[config.mk]
export PLATFORM = sky130hd
export DESIGN_NAME = mm_ram
export DESIGN_NICKNAME = d
export VERILOG_FILES = /design/src/rtl/mm_ram.sv
export SDC_FILE = /design/constraint.sdc
export NUM_CORES = 2
export LEC_CHECK = 0
export ABC_AREA = 0
export BUFFER_PORTS_ARGS = -buffer_cell sky130_fd_sc_hd__buf_2
export CAP_MARGIN = 0
export CORE_ASPECT_RATIO = 0.75
export CORE_UTILIZATION = 52
export DETAILED_ROUTE_END_ITERATION = 6
export PLACE_DENSITY = 0.68
export SYNTH_ARGS = -nofsm -noshare
export SYNTH_HDL_FRONTEND = slang
export SYNTH_SLANG_ARGS = --single-unit
[constraint.sdc]
create_clock -name clk_i -period 5.7 [get_ports clk_i]
set_clock_uncertainty 0.05 [all_clocks]
set_input_delay 0.285 -clock clk_i [delete_from_list [all_inputs] [get_ports clk_i]]
set_output_delay 0.285 -clock clk_i [all_outputs]
set_load 0.01 [all_outputs]
[src/rtl/mm_ram.sv]
`default_nettype none

module mm_ram #(
  parameter int WIDTH = 32,
  parameter int DEPTH = 64,
  localparam int AW = (DEPTH > 1) ? $clog2(DEPTH) : 1
) (
  input  wire logic             clk_i,
  input  wire logic             we_i,
  input  wire logic [AW-1:0]    waddr_i,
  input  wire logic [WIDTH-1:0] wdata_i,
  input  wire logic             re_i,
  input  wire logic [AW-1:0]    raddr_i,
  output logic      [WIDTH-1:0] rdata_o
);

  logic [WIDTH-1:0] mem_q [DEPTH];
  logic [WIDTH-1:0] rdata_q;

  always_ff @(posedge clk_i) begin
    if (we_i) begin
      mem_q[waddr_i] <= wdata_i;
    end
    if (re_i) begin
      rdata_q <= mem_q[raddr_i];
    end
  end

  assign rdata_o = rdata_q;

endmodule

`default_nettype wire

## Word level (Yosys, flattened, before mapping)

Memories as Yosys holds them, arrays and structs flattened. A register that Yosys moved wholly into a read port is not among the register bits.
Index checks and enable logic that the tools add are counted.

- Logic and storage cells: 3
- Memories: 1
- Bits in writable memories: 2,048
- Register bits after elaboration: 0
- Output and inout port bits: 32
- Input bits: 47

Memory list:

| name | depth | width | read ports | clocked after Yosys merged registers in | wr ports | RTL line | source |
|---|---|---|---|---|---|---|---|
| mem_q | 64 | 32 | 1 | 1 | 1 | 17 | `logic [WIDTH-1:0] mem_q [DEPTH];` |

- Multiplexer cells: 2

Operators by type and width:

| cell | number |
|---|---|
| two-way mux 1 bit | 2 |

## Depth between registers and ports, before layout

- Depth in word-level cells: 2
- Depth in mapped cells: 10
- Depth with buffers taken out: 5

## Least setup slack after synthesis

No wires, ideal clock.

- Path kind: input to register
- From: input waddr_i[3]
- To: memory mem_q[48][0], enable pin
- Required time: 5.189 ns
- Setup slack: 2.205 ns
- Cell stages on the path: 4
- Data arrival time: 2.984 ns
- Buffers on the path: 1
- Cells stage by stage: clkbuf_1 > nor2b_1 > nand4b_1 > nor3_1

RTL lines:

| what | RTL line | source |
|---|---|---|
| start, declared | 10 | `input wire logic [AW-1:0] waddr_i,` |
| end, declared | 17 |  |

No word-level cell before the write port.

==> flow_summary.toml <==
[run_status]
outcome = "finished, final reports clean"

[cts]
cts_tree = "done"
insertion_delay_ns = 0.83
cts_root_buf = "sky130_fd_sc_hd__clkbuf_16"
htree_num_levels = 4
post_cts.resized_instances = 0
clock_path_buffers = 3
clock_sinks = 2080
postCtsHoldBufs = 0
cts_inserted_buffers = 185
clk_transition_reported_paths_ns = 0.06
cts.repair_timing.setup_buffer_count = 0

[power_and_ir_drop]
peak_vdd_ir_mv = 0.260
power.internal_mw = 24.3
power.density_mw_per_mm2 = 349
clock_power_share_pct = 39.5
combPwrFrac_pct = 5.2
power.sequential.fraction_pct = 55.2
power_switching_share_pct = 21.3
power.switching_mw = 6.55
static-leakage-power_nw = 27.4

[drt]
wire_per_inst_um = 35.0
final_antenna_net_count = 0
detailedRoute.firstIterationViolations = 5315
drc_errors = 0
drt_pre_antenna_iters = 5
routed-via-count = 37200
via_per_inst = 6.51
wl_mm = 200

[critical_path]
critPathMaxFanout = 115
critical_path_class = "primary input to register"
reg2reg_setup_slack_ns = 3.18
worst_ep_arrival_time_ns = 3.39
beginning_of_the_critical_path = "raddr_i[1]"
cp.required_ns = 6.20
cp-end-kind = "register"
endpoint = "rdata_o[18]"
launching_point_of_the_worst_reg2reg_path = "mem_q[31][20]"
startpoint_kind_of_the_worst_setup_timing_path = "primary input"
ff2ff_path_depth = 5
rr_endpoint = "rdata_o[20]"

[timing]
slew-limit-headroom_pct = 17.6
final-setup-viol-count = 0
timing_hold_violations_final = 0
layout_min_cycle_time_ns = 2.89
finalMaxSlewViolations = 0
setup_total_negative_slack_ns = 0
min_period_over_period_pct = 50.7
worst-slew-pin-transition_ns = 1.24
grt_setup_unrepaired = "false"
peak_freq_mhz = 346

[synthesis]
synth.cell_area_mm2 = 0.0788
dominantRegCellSynth = "sky130_fd_sc_hd__edfxtp_1"
yosysWarnings = 0
synth_fp_nets = 3371
syn-instance-count = 3324
synth_edf_count = 2080
yosysSeqAreaShare_pct = 79.2
avgSynthCellArea_um2 = 23.7
async_flop_share_pct = 0
synth_seq_cells = 2080
synth.lib_cells_used.distinct = 33

[die]
top_level_ports = 79
std_cell_rows = 123
starting_density_pct = 52.5
fp.coreArea_mm2 = 0.150
die-area_mm2 = 0.153
die_width_um = 452
chipHeight_um = 339

[placement]
dpl.hpwl_mm = 108
dpl_cell_area_mm2 = 0.0826
port_buffers = 78
routabilityCongestion = 0.846

[global_routing]
grt_max_degree = 116
grt_antenna_before_repair = 18
grt_pass1_wl_mm = 282
grt_pass1_vias = 36500
global_route_usage_over_all_layers_pct = 26.5
grt.overflow.total = 0

[layout]
layout_area_overhead_pct = 12.1
drive_above_1_share_pct = 29.5
layout_commonest_cell = "sky130_fd_sc_hd__edfxtp_1"
nets = 3602
mostFrequentLayoutCells = "2080 x sky130_fd_sc_hd__edfxtp_1, 544 x sky130_fd_sc_hd__mux4_2, 189 x sky130_fd_sc_hd__clkbuf_16"
final_area_mm2 = 0.0884

[worst_hold_path]
hold_class = "primary input to register"

[run]
max_cap_violations = 0
[power groups by stage]
stage / registers (mW) / clock network (mW) / logic (mW)
3_5_place_dp: 17.4 / 0 / 1.60
5_1_grt: 17.0 / 12.9 / 1.69
3_3_place_gp: 17.3 / 0 / 1.58
4_1_cts: 17.0 / 12.3 / 1.61
6_report: 17.0 / 12.2 / 1.62
2_1_floorplan: 17.3 / 0 / 0.824
[critical path, stage by stage]
cell and delay, ns:
sky130_fd_sc_hd__buf_8 0.45, sky130_fd_sc_hd__buf_12 0.54, sky130_fd_sc_hd__mux4_2 0.43, sky130_fd_sc_hd__mux4_2 0.59
sky130_fd_sc_hd__o22ai_1 0.59, sky130_fd_sc_hd__nor2_1 0.10
[cell families after synthesis]
| group | Yosys count | synth area share, % |
|---|---|---|
| flops | 2080 | 79.2 |
| mux | 637 | 16.7 |
| simple gates | 223 | 1.26 |
| compound gates | 202 | 1.67 |
| buf+inv | 182 | 1.12 |
[sequential cells by signal, indices dropped and copies added, names as in the netlist]
signal	count
rdata_o	32
mem_q	2048
[per-layer routing]
metal | GRT usage, % | wire, um | vias to the layer above
met1 | 40.3 | 81100 | 19900
met5 | 0 | 36 | -
met4 | 8.98 | 6310 | 6
met2 | 37.7 | 88500 | 2168
li1 | - | - | 14800
met3 | 6.77 | 23600 | 290
[worst min path at each step]
stage	cells after the start	slack [ns]	startpoint	to
2_1_floorplan	0	0.33	wdata_i[0]	mem_q[0][0]
3_3_place_gp	1	0.71	rdata_o[10]	rdata_o[10]
3_5_place_dp	1	0.69	rdata_o[6]	rdata_o[6]
4_1_cts	2	0.06	wdata_i[13]	mem_q[47][13]
5_1_grt	2	0.11	re_i	rdata_o[25]
6_report	2	0.09	wdata_i[29]	mem_q[45][29]
[synthesized netlist by cell type, types with 12 or more instances]
master                     count  share of area [%]
sky130_fd_sc_hd__nor2b_1      15               0.12
sky130_fd_sc_hd__buf_2        57               0.36
sky130_fd_sc_hd__edfxtp_1   2080                 79
sky130_fd_sc_hd__nor2_1      137               0.65
sky130_fd_sc_hd__a21oi_1      62               0.39
sky130_fd_sc_hd__o22ai_1      84               0.67
sky130_fd_sc_hd__buf_4        25               0.24
sky130_fd_sc_hd__mux4_2      544                 16
sky130_fd_sc_hd__buf_1        21               0.10
sky130_fd_sc_hd__mux2i_1      93                1.2
sky130_fd_sc_hd__clkbuf_1     74               0.35
sky130_fd_sc_hd__nand2_1      26               0.12
sky130_fd_sc_hd__o221ai_1     27               0.30
sky130_fd_sc_hd__a22oi_1      12               0.11
[cell type report]
cell class	instances	area, um^2
fillers	10500	61800
diodes	6	15.0
repair buffers	226	1660
clock buffers	226	4870
flip-flops and latches	2080	62500
well taps	2000	2500
multi-input cells	1062	16000
clock inverters	109	923
[through the flow]
step | setup slack, ns | power, mW | std cells | hold slack (ns) | utilization, %
3_3_place_gp | 1.85 | 18.9 | 5368 | 0.709 | 55.0
5_1_grt | 2.77 | 31.6 | 5706 | 0.106 | 58.8
2_1_floorplan | 2.21 | 18.2 | 3324 | 0.334 | -
3_5_place_dp | 2.00 | 19.0 | 5368 | 0.695 | 55.0
4_1_cts | 2.87 | 30.9 | 5703 | 0.0615 | 58.8
6_report | 2.81 | 30.8 | 5709 | 0.0935 | 58.9
Power figures use the tool's default switching activity.
