`config.mk`:
```
export PLATFORM = sky130hd
export DESIGN_NAME = mm_mac
export DESIGN_NICKNAME = d
export VERILOG_FILES = /design/src/rtl/mm_pkg.sv /design/src/rtl/mm_mac.sv
export SDC_FILE = /design/constraint.sdc
export NUM_CORES = 2
export LEC_CHECK = 0
export BUFFER_PORTS_ARGS = -buffer_cell sky130_fd_sc_hd__buf_2
export CAP_MARGIN = 5
export CORE_ASPECT_RATIO = 0.6
export CORE_MARGIN = 1
export CORE_UTILIZATION = 65
export CTS_BUF_LIST = sky130_fd_sc_hd__clkbuf_8
export DETAILED_ROUTE_END_ITERATION = 12
export HOLD_SLACK_MARGIN = 0.1
export PLACE_DENSITY_LB_ADDON = 0.08
export SLEW_MARGIN = 20
export SYNTH_ARGS = -nofsm -noshare
export SYNTH_HDL_FRONTEND = slang
export SYNTH_SLANG_ARGS = --single-unit
```
`constraint.sdc`:
```
create_clock -name clk_i -period 3.4 [get_ports clk_i]
set_clock_uncertainty 0.05 [all_clocks]
set_input_delay 0.85 -clock clk_i [delete_from_list [all_inputs] [get_ports clk_i]]
set_output_delay 0.85 -clock clk_i [all_outputs]
set_load 0.01 [all_outputs]
```
`src/rtl/mm_pkg.sv`:
```
`default_nettype none

package mm_pkg;

  // Command codes of an input item
  localparam logic [1:0] CMD_LOAD_A  = 2'd0;
  localparam logic [1:0] CMD_LOAD_B  = 2'd1;
  localparam logic [1:0] CMD_COMPUTE = 2'd2;

  // Configuration register indexes
  localparam logic [1:0] REG_ROWS_A    = 2'd0;
  localparam logic [1:0] REG_INNER_DIM = 2'd1;
  localparam logic [1:0] REG_COLS_B    = 2'd2;

  localparam int DimRegW = 4;

  typedef struct packed {
    logic [1:0]         cmd;
    logic [2:0]         row_index;
    logic [2:0]         col_index;
    logic signed [31:0] elem_value;
  } in_item_t;

  typedef struct packed {
    logic [2:0]         out_row;
    logic [2:0]         out_col;
    logic signed [31:0] out_value;
    logic               last;
  } out_item_t;

  // Tags that travel with a pair of operands through the MAC pipeline
  typedef struct packed {
    logic valid;
    logic first;
    logic last;
  } mac_ctrl_t;

  typedef enum logic [1:0] {
    ST_IDLE,
    ST_ISSUE,
    ST_DRAIN,
    ST_OUT
  } state_e;

endpackage

`default_nettype wire

```
`src/rtl/mm_mac.sv`:
```
`default_nettype none

module mm_mac #(
  parameter int FRAC_BITS = 16,
  parameter int ACC_W     = 68
) (
  input  wire logic                    clk_i,
  input  wire logic                    rst_ni,
  input  wire mm_pkg::mac_ctrl_t       ctrl_i,
  input  wire logic signed [31:0]      a_i,
  input  wire logic signed [31:0]      b_i,
  output logic                         done_o,
  output logic signed [31:0]           result_o
);

  import mm_pkg::*;

  mac_ctrl_t                 p_ctrl_q;
  logic signed [63:0]        prod_q;
  logic signed [ACC_W-1:0]   acc_q, acc_d;
  logic                      done_q;
  logic signed [ACC_W-1:0]   shifted;
  logic [ACC_W-32:0]         upper;
  logic                      fits;

  // Multiply stage
  always_ff @(posedge clk_i or negedge rst_ni) begin
    if (!rst_ni) begin
      p_ctrl_q <= '0;
    end else begin
      p_ctrl_q <= ctrl_i;
    end
  end

  always_ff @(posedge clk_i) begin
    if (ctrl_i.valid) begin
      prod_q <= a_i * b_i;
    end
  end

  // Accumulate stage: restart the sum on the first term of an element
  always_comb begin
    acc_d = acc_q;
    if (p_ctrl_q.valid) begin
      if (p_ctrl_q.first) begin
        acc_d = ACC_W'(prod_q);
      end else begin
        acc_d = acc_q + ACC_W'(prod_q);
      end
    end
  end

  always_ff @(posedge clk_i or negedge rst_ni) begin
    if (!rst_ni) begin
      acc_q  <= '0;
      done_q <= 1'b0;
    end else begin
      acc_q  <= acc_d;
      done_q <= p_ctrl_q.valid && p_ctrl_q.last;
    end
  end

  // Drop the fraction bits (floor) and clamp to the 32-bit range
  assign shifted = acc_q >>> FRAC_BITS;
  assign upper   = shifted[ACC_W-1:31];
  assign fits    = (&upper) || !(|upper);

  always_comb begin
    if (fits) begin
      result_o = shifted[31:0];
    end else if (acc_q[ACC_W-1]) begin
      result_o = 32'sh8000_0000;
    end else begin
      result_o = 32'sh7FFF_FFFF;
    end
  end

  assign done_o = done_q;

endmodule

`default_nettype wire

```
## Yosys cells after proc, flatten, opt, wreduce, memory -nomap -nowiden

Index checks and enable logic that the tools add are counted.

- Add/subtract/negate cells: 1
- $mul: 1
- Divide/modulo/power cells: 0
- Magnitude comparators: 0
- Equal/unequal tests: 0
- Shift-type cells: 0
- Muxes and demuxes: 3
- Bitwise logic cells: 0
- Reductions and logical operators: 5

Operators with widths:

| kind | number |
|---|---|
| adder 68 x 64 -> 68 bit | 1 |
| two-way mux 68 bit | 1 |
| multiplier 32 x 32 -> 64 bit | 1 |
| two-way mux 32 bit | 2 |
| AND reduction 21 bit | 1 |
| OR reduction 21 bit | 1 |
| logical AND 1 bit | 1 |
| zero test 1 bit | 1 |
| logical OR 1 bit | 1 |

- Flip-flop bits (word level): 136
- Bits in latches: 0
- Bits in writable memories: 0
- ROM bits: 0
- Input port bits: 69
- Memories kept: 0

## Longest topological paths before layout

- Depth after elaboration: 4
- Gate-level depth with buffers: 29
- Gate-level depth less buffers: 27

## Least setup slack after synthesis

OpenSTA, ideal clock, no wires.

- Path type: input to register
- Start point: input port a_i[31]
- End point: register prod_q[61], data pin
- Setup time: 0.265 ns
- Data arrival time: 8.026 ns
- Slack: -4.942 ns
- Cell stages on the path: 28
- Path through: clkbuf_1 -> nand2_1 -> inv_1 -> fa_1 -> inv_1 -> fa_1 -> inv_1 -> fa_1 -> fa_1 -> inv_1 -> fa_1 -> inv_1 -> fa_1 -> inv_1 -> fa_1 -> inv_1 -> fa_1 -> ha_1 -> clkbuf_1 -> a21o_1 -> a21oi_1 -> nor2_1 -> o21a_1 -> o21ai_0 -> nand2b_1 -> a221oi_1 -> o221a_2 -> nand3_1

- Longest elaborated chain between the ends: 1

Ends and longest elaborated chain:

| what | line | source |
|---|---|---|
| start, declared | mm_mac.sv:10 | `input wire logic signed [31:0] a_i,` |
| multiplier 32 x 32 -> 64 bit | mm_mac.sv:37 | `prod_q <= a_i * b_i;` |
| end signal, assigned | mm_mac.sv:37 |  |
| end, declared | mm_mac.sv:19 | `logic signed [63:0] prod_q;` |

No other way between the ends.
A chain may end at the register's enable or synchronous reset.

## Worst setup path after layout

- Start point: input port b_i[21]
- End point: register prod_q[59], data pin

- Longest elaborated chain between the ends: 1

Ends and longest elaborated chain:

| what | line | source |
|---|---|---|
| start, declared | mm_mac.sv:11 | `input wire logic signed [31:0] b_i,` |
| multiplier 32 x 32 -> 64 bit | mm_mac.sv:37 |  |

No other way between the ends.

==> impl_metrics.yaml <==
global_route:
  grt_pass1_vias: 39429
  grt_pass1_wl_um: 212000
  grt_antenna_before_repair: 2
  grt_usage: 0.380
  grt_start_max_net_pins: 95
  grt_overflow: 0
drt:
  num_vias: 36766
  drtIter0Drc: 3240
  drt-total-wl_um: 132000
  drtPass1Iterations: 6
  postRouteAntennaNets: 0
  route.detailed.drc: 0
  vias_per_cell: 5.71
  avgRoutedWirePerCell_um: 20.5
logic_synthesis:
  synth.most_common_cell: "fa_1"
  ys_ff_latch: 136
  synth_top_area_cell: "fa_1"
  synth_flop_cell: "dfrtp_1"
  async_flop_share: 0.529
  yosysWarnings: 0
  synth_area_sq_um: 45600
  yosys-top-cells-count: "fa_1 (1,083), inv_1 (1,012), nand2_1 (573)"
  synth_top_area_frac: 0.475
  syn-num-nets: 6364
  yosysSeqAreaShare: 0.0816
  netlist-cell-type-count: 70
  avgSynthCellArea_sq_um: 9.20
  synth_area_leaders: "fa_1 (48%), inv_1 (8.3%), and2_1 (7.3%), ha_1 (6.9%), nand2_1 (4.7%)"
  synth_edf_count: 64
  syn_inst: 4961
final_layout:
  drive_gt1_frac: 0.216
  nets: 6913
  area_delta_synth_final_pct: 21.5
run_status:
  status: "finished, violations left"
  violations: "setup timing"
floorplan:
  ios: 102
  fp.dieArea_sq_um: 71300
  rows: 74
  die_w_um: 344
  core_sq_um: 68700
  die_h_um: 207
  start_util: 0.664
sta:
  fmax_ghz: 0.130
  rsz0062_at_grt: "true"
  slew_headroom: 0.295
  min_period_ns: 7.70
  fin_crit_sh: 2.27
  hold_viol: 0
  final_max_slew_viol_count: 0
  worstMarginPinSlew_ns: 1.06
  layout_setup_ws_ns: -4.30
  holdWs_ns: 0.339
  finalSetupViolations: 60
place:
  place_congestion: 0.964
  place_ws_ns: -5.07
  portBuffers: 101
  dp_hpwl_um: 106000
setup_path:
  worstRegToRegCells: 12
  timing.rr.start: "prod_q[15]"
  crit_path_end_kind: "flip-flop"
  worstSetupPathType: "in -> reg"
  crit_path_start_kind: "primary input"
  required_ns: 3.61
  reg2reg_to: "acc_q[60]"
  cp_max_fo: 11
  critPathArrivalTime_ns: 7.91
  r2r_slack_ns: -0.02
clock_tree:
  cts_tree: "done"
  clkSinkCount: 136
  htree_levels: 4
  cts_buffers: 17
  insertion_delay_ns: 0.51
  clk_path_buf_depth: 2
  path_clk_slew_ns: 0.10
  cts-root-buf: "clkbuf_8"
worst_hold_path:
  hp-class: "in -> async"
flow_run:
  drv_cap: 0
worst max-delay path, cell delays in order:
cell      delay, ns
buf_2          0.31
buf_4          0.23
and2_1         0.18
fa_1           0.22
inv_1          0.07
fa_1           0.51
inv_1          0.05
fa_1           0.52
inv_1          0.07
fa_1           0.61
inv_2          0.06
fa_1           0.49
fa_1           0.42
fa_1           0.56
fa_1           0.48
ha_4           0.31
nand4_1        0.19
nor2_2         0.19
nand2_1        0.09
o21a_1         0.23
a21oi_4        0.15
a211oi_2       0.11
or3_4          0.41
o41ai_4        0.31
o21ai_1        0.14
xnor2_1        0.15
flip-flops by register name (all words and copies together) (netlist names):
| signal | cells |
|---|---|
| acc_q | 68 |
| done_o | 1 |
| p_ctrl_q | 3 |
| prod_q | 64 |
per-layer routing:
metal / vias up / track usage / part of all wire
met5: - / 0 / 0
met2: 1826 / 0.576 / 0.45
met4: 0 / 0.0755 / 0.022
li1: 16107 / - / -
met1: 18589 / 0.570 / 0.42
met3: 244 / 0.0834 / 0.11
final cells by class:
cell class | count | area, sq um
Clock buffer | 17 | 234
Inverter | 1012 | 3800
Timing Repair Buffer | 798 | 7150
Sequential cell | 136 | 3730
Antenna cell | 2 | 5.00
Tap cell | 912 | 1140
Clock inverter | 15 | 199
Fill cell | 4337 | 13300
Multi-Input combinational cell | 3545 | 39200
placed cells by master, fill, tap and decap left out, types with 19 or more instances in the layout:
cell type / Yosys / layout
dfrtp_1: 72 / 70
nor3_1: 25 / 22
fa_2: 0 / 56
a21oi_2: 0 / 27
a21oi_1: 202 / 169
o21a_1: 20 / 19
buf_2: 4 / 48
inv_1: 1012 / 976
edfxtp_1: 64 / 64
buf_6: 0 / 112
o21bai_1: 33 / 29
ha_1: 251 / 193
nand4_1: 27 / 27
inv_2: 0 / 35
xor2_1: 36 / 31
buf_8: 0 / 19
nor2_1: 188 / 178
a31oi_1: 32 / 25
o21ai_1: 13 / 29
nand2_1: 573 / 551
and3_1: 30 / 29
o21ai_0: 88 / 55
fa_1: 1083 / 1027
and2_4: 0 / 36
buf_12: 0 / 49
xnor2_1: 84 / 68
nand3_1: 44 / 41
ha_4: 0 / 56
a21o_1: 105 / 105
buf_4: 0 / 560
and2_1: 530 / 494
worst max path at each step:
stage               cells past startpoint          to  startpoint
floorplan                              25  prod_q[60]      b_i[7]
global placement                       26  prod_q[60]      b_i[9]
detailed placement                     26  prod_q[60]      b_i[9]
CTS                                    26  prod_q[60]      b_i[5]
global route                           27  prod_q[59]      b_i[3]
finish                                 26  prod_q[59]     b_i[21]
cells by family after synthesis:
group	Yosys count	share of synthesized area
fa+ha+maj	1334	0.544
buf+inv	1280	0.105
flops	136	0.0816
mux	14	0.00315
xor+xnor	120	0.0230
compound gates	594	0.0824
simple gates	1483	0.160
stage by stage:
step                TNS, ns  area (sq um)  std cells   util
finish              -203.16         55400       6437  0.807
detailed placement  -243.18         51800       6312  0.754
floorplan           -198.52         46700       4961      -
global route        -211.92         55400       6436  0.807
global placement    -240.11         51800       6312  0.754
CTS                 -195.77         54500       6405  0.793
timing repair:
action	4_1_cts	5_1_grt
hold buffers	0	0
pin swaps	183	127
resized for setup	382	176
setup buffers	63	35
gates cloned	4	2
setup endpoints to repair	74	118
Power is left out: the tool's default activity adds up to more than one toggle a clock period on the data nets, which glitch-free logic cannot reach.
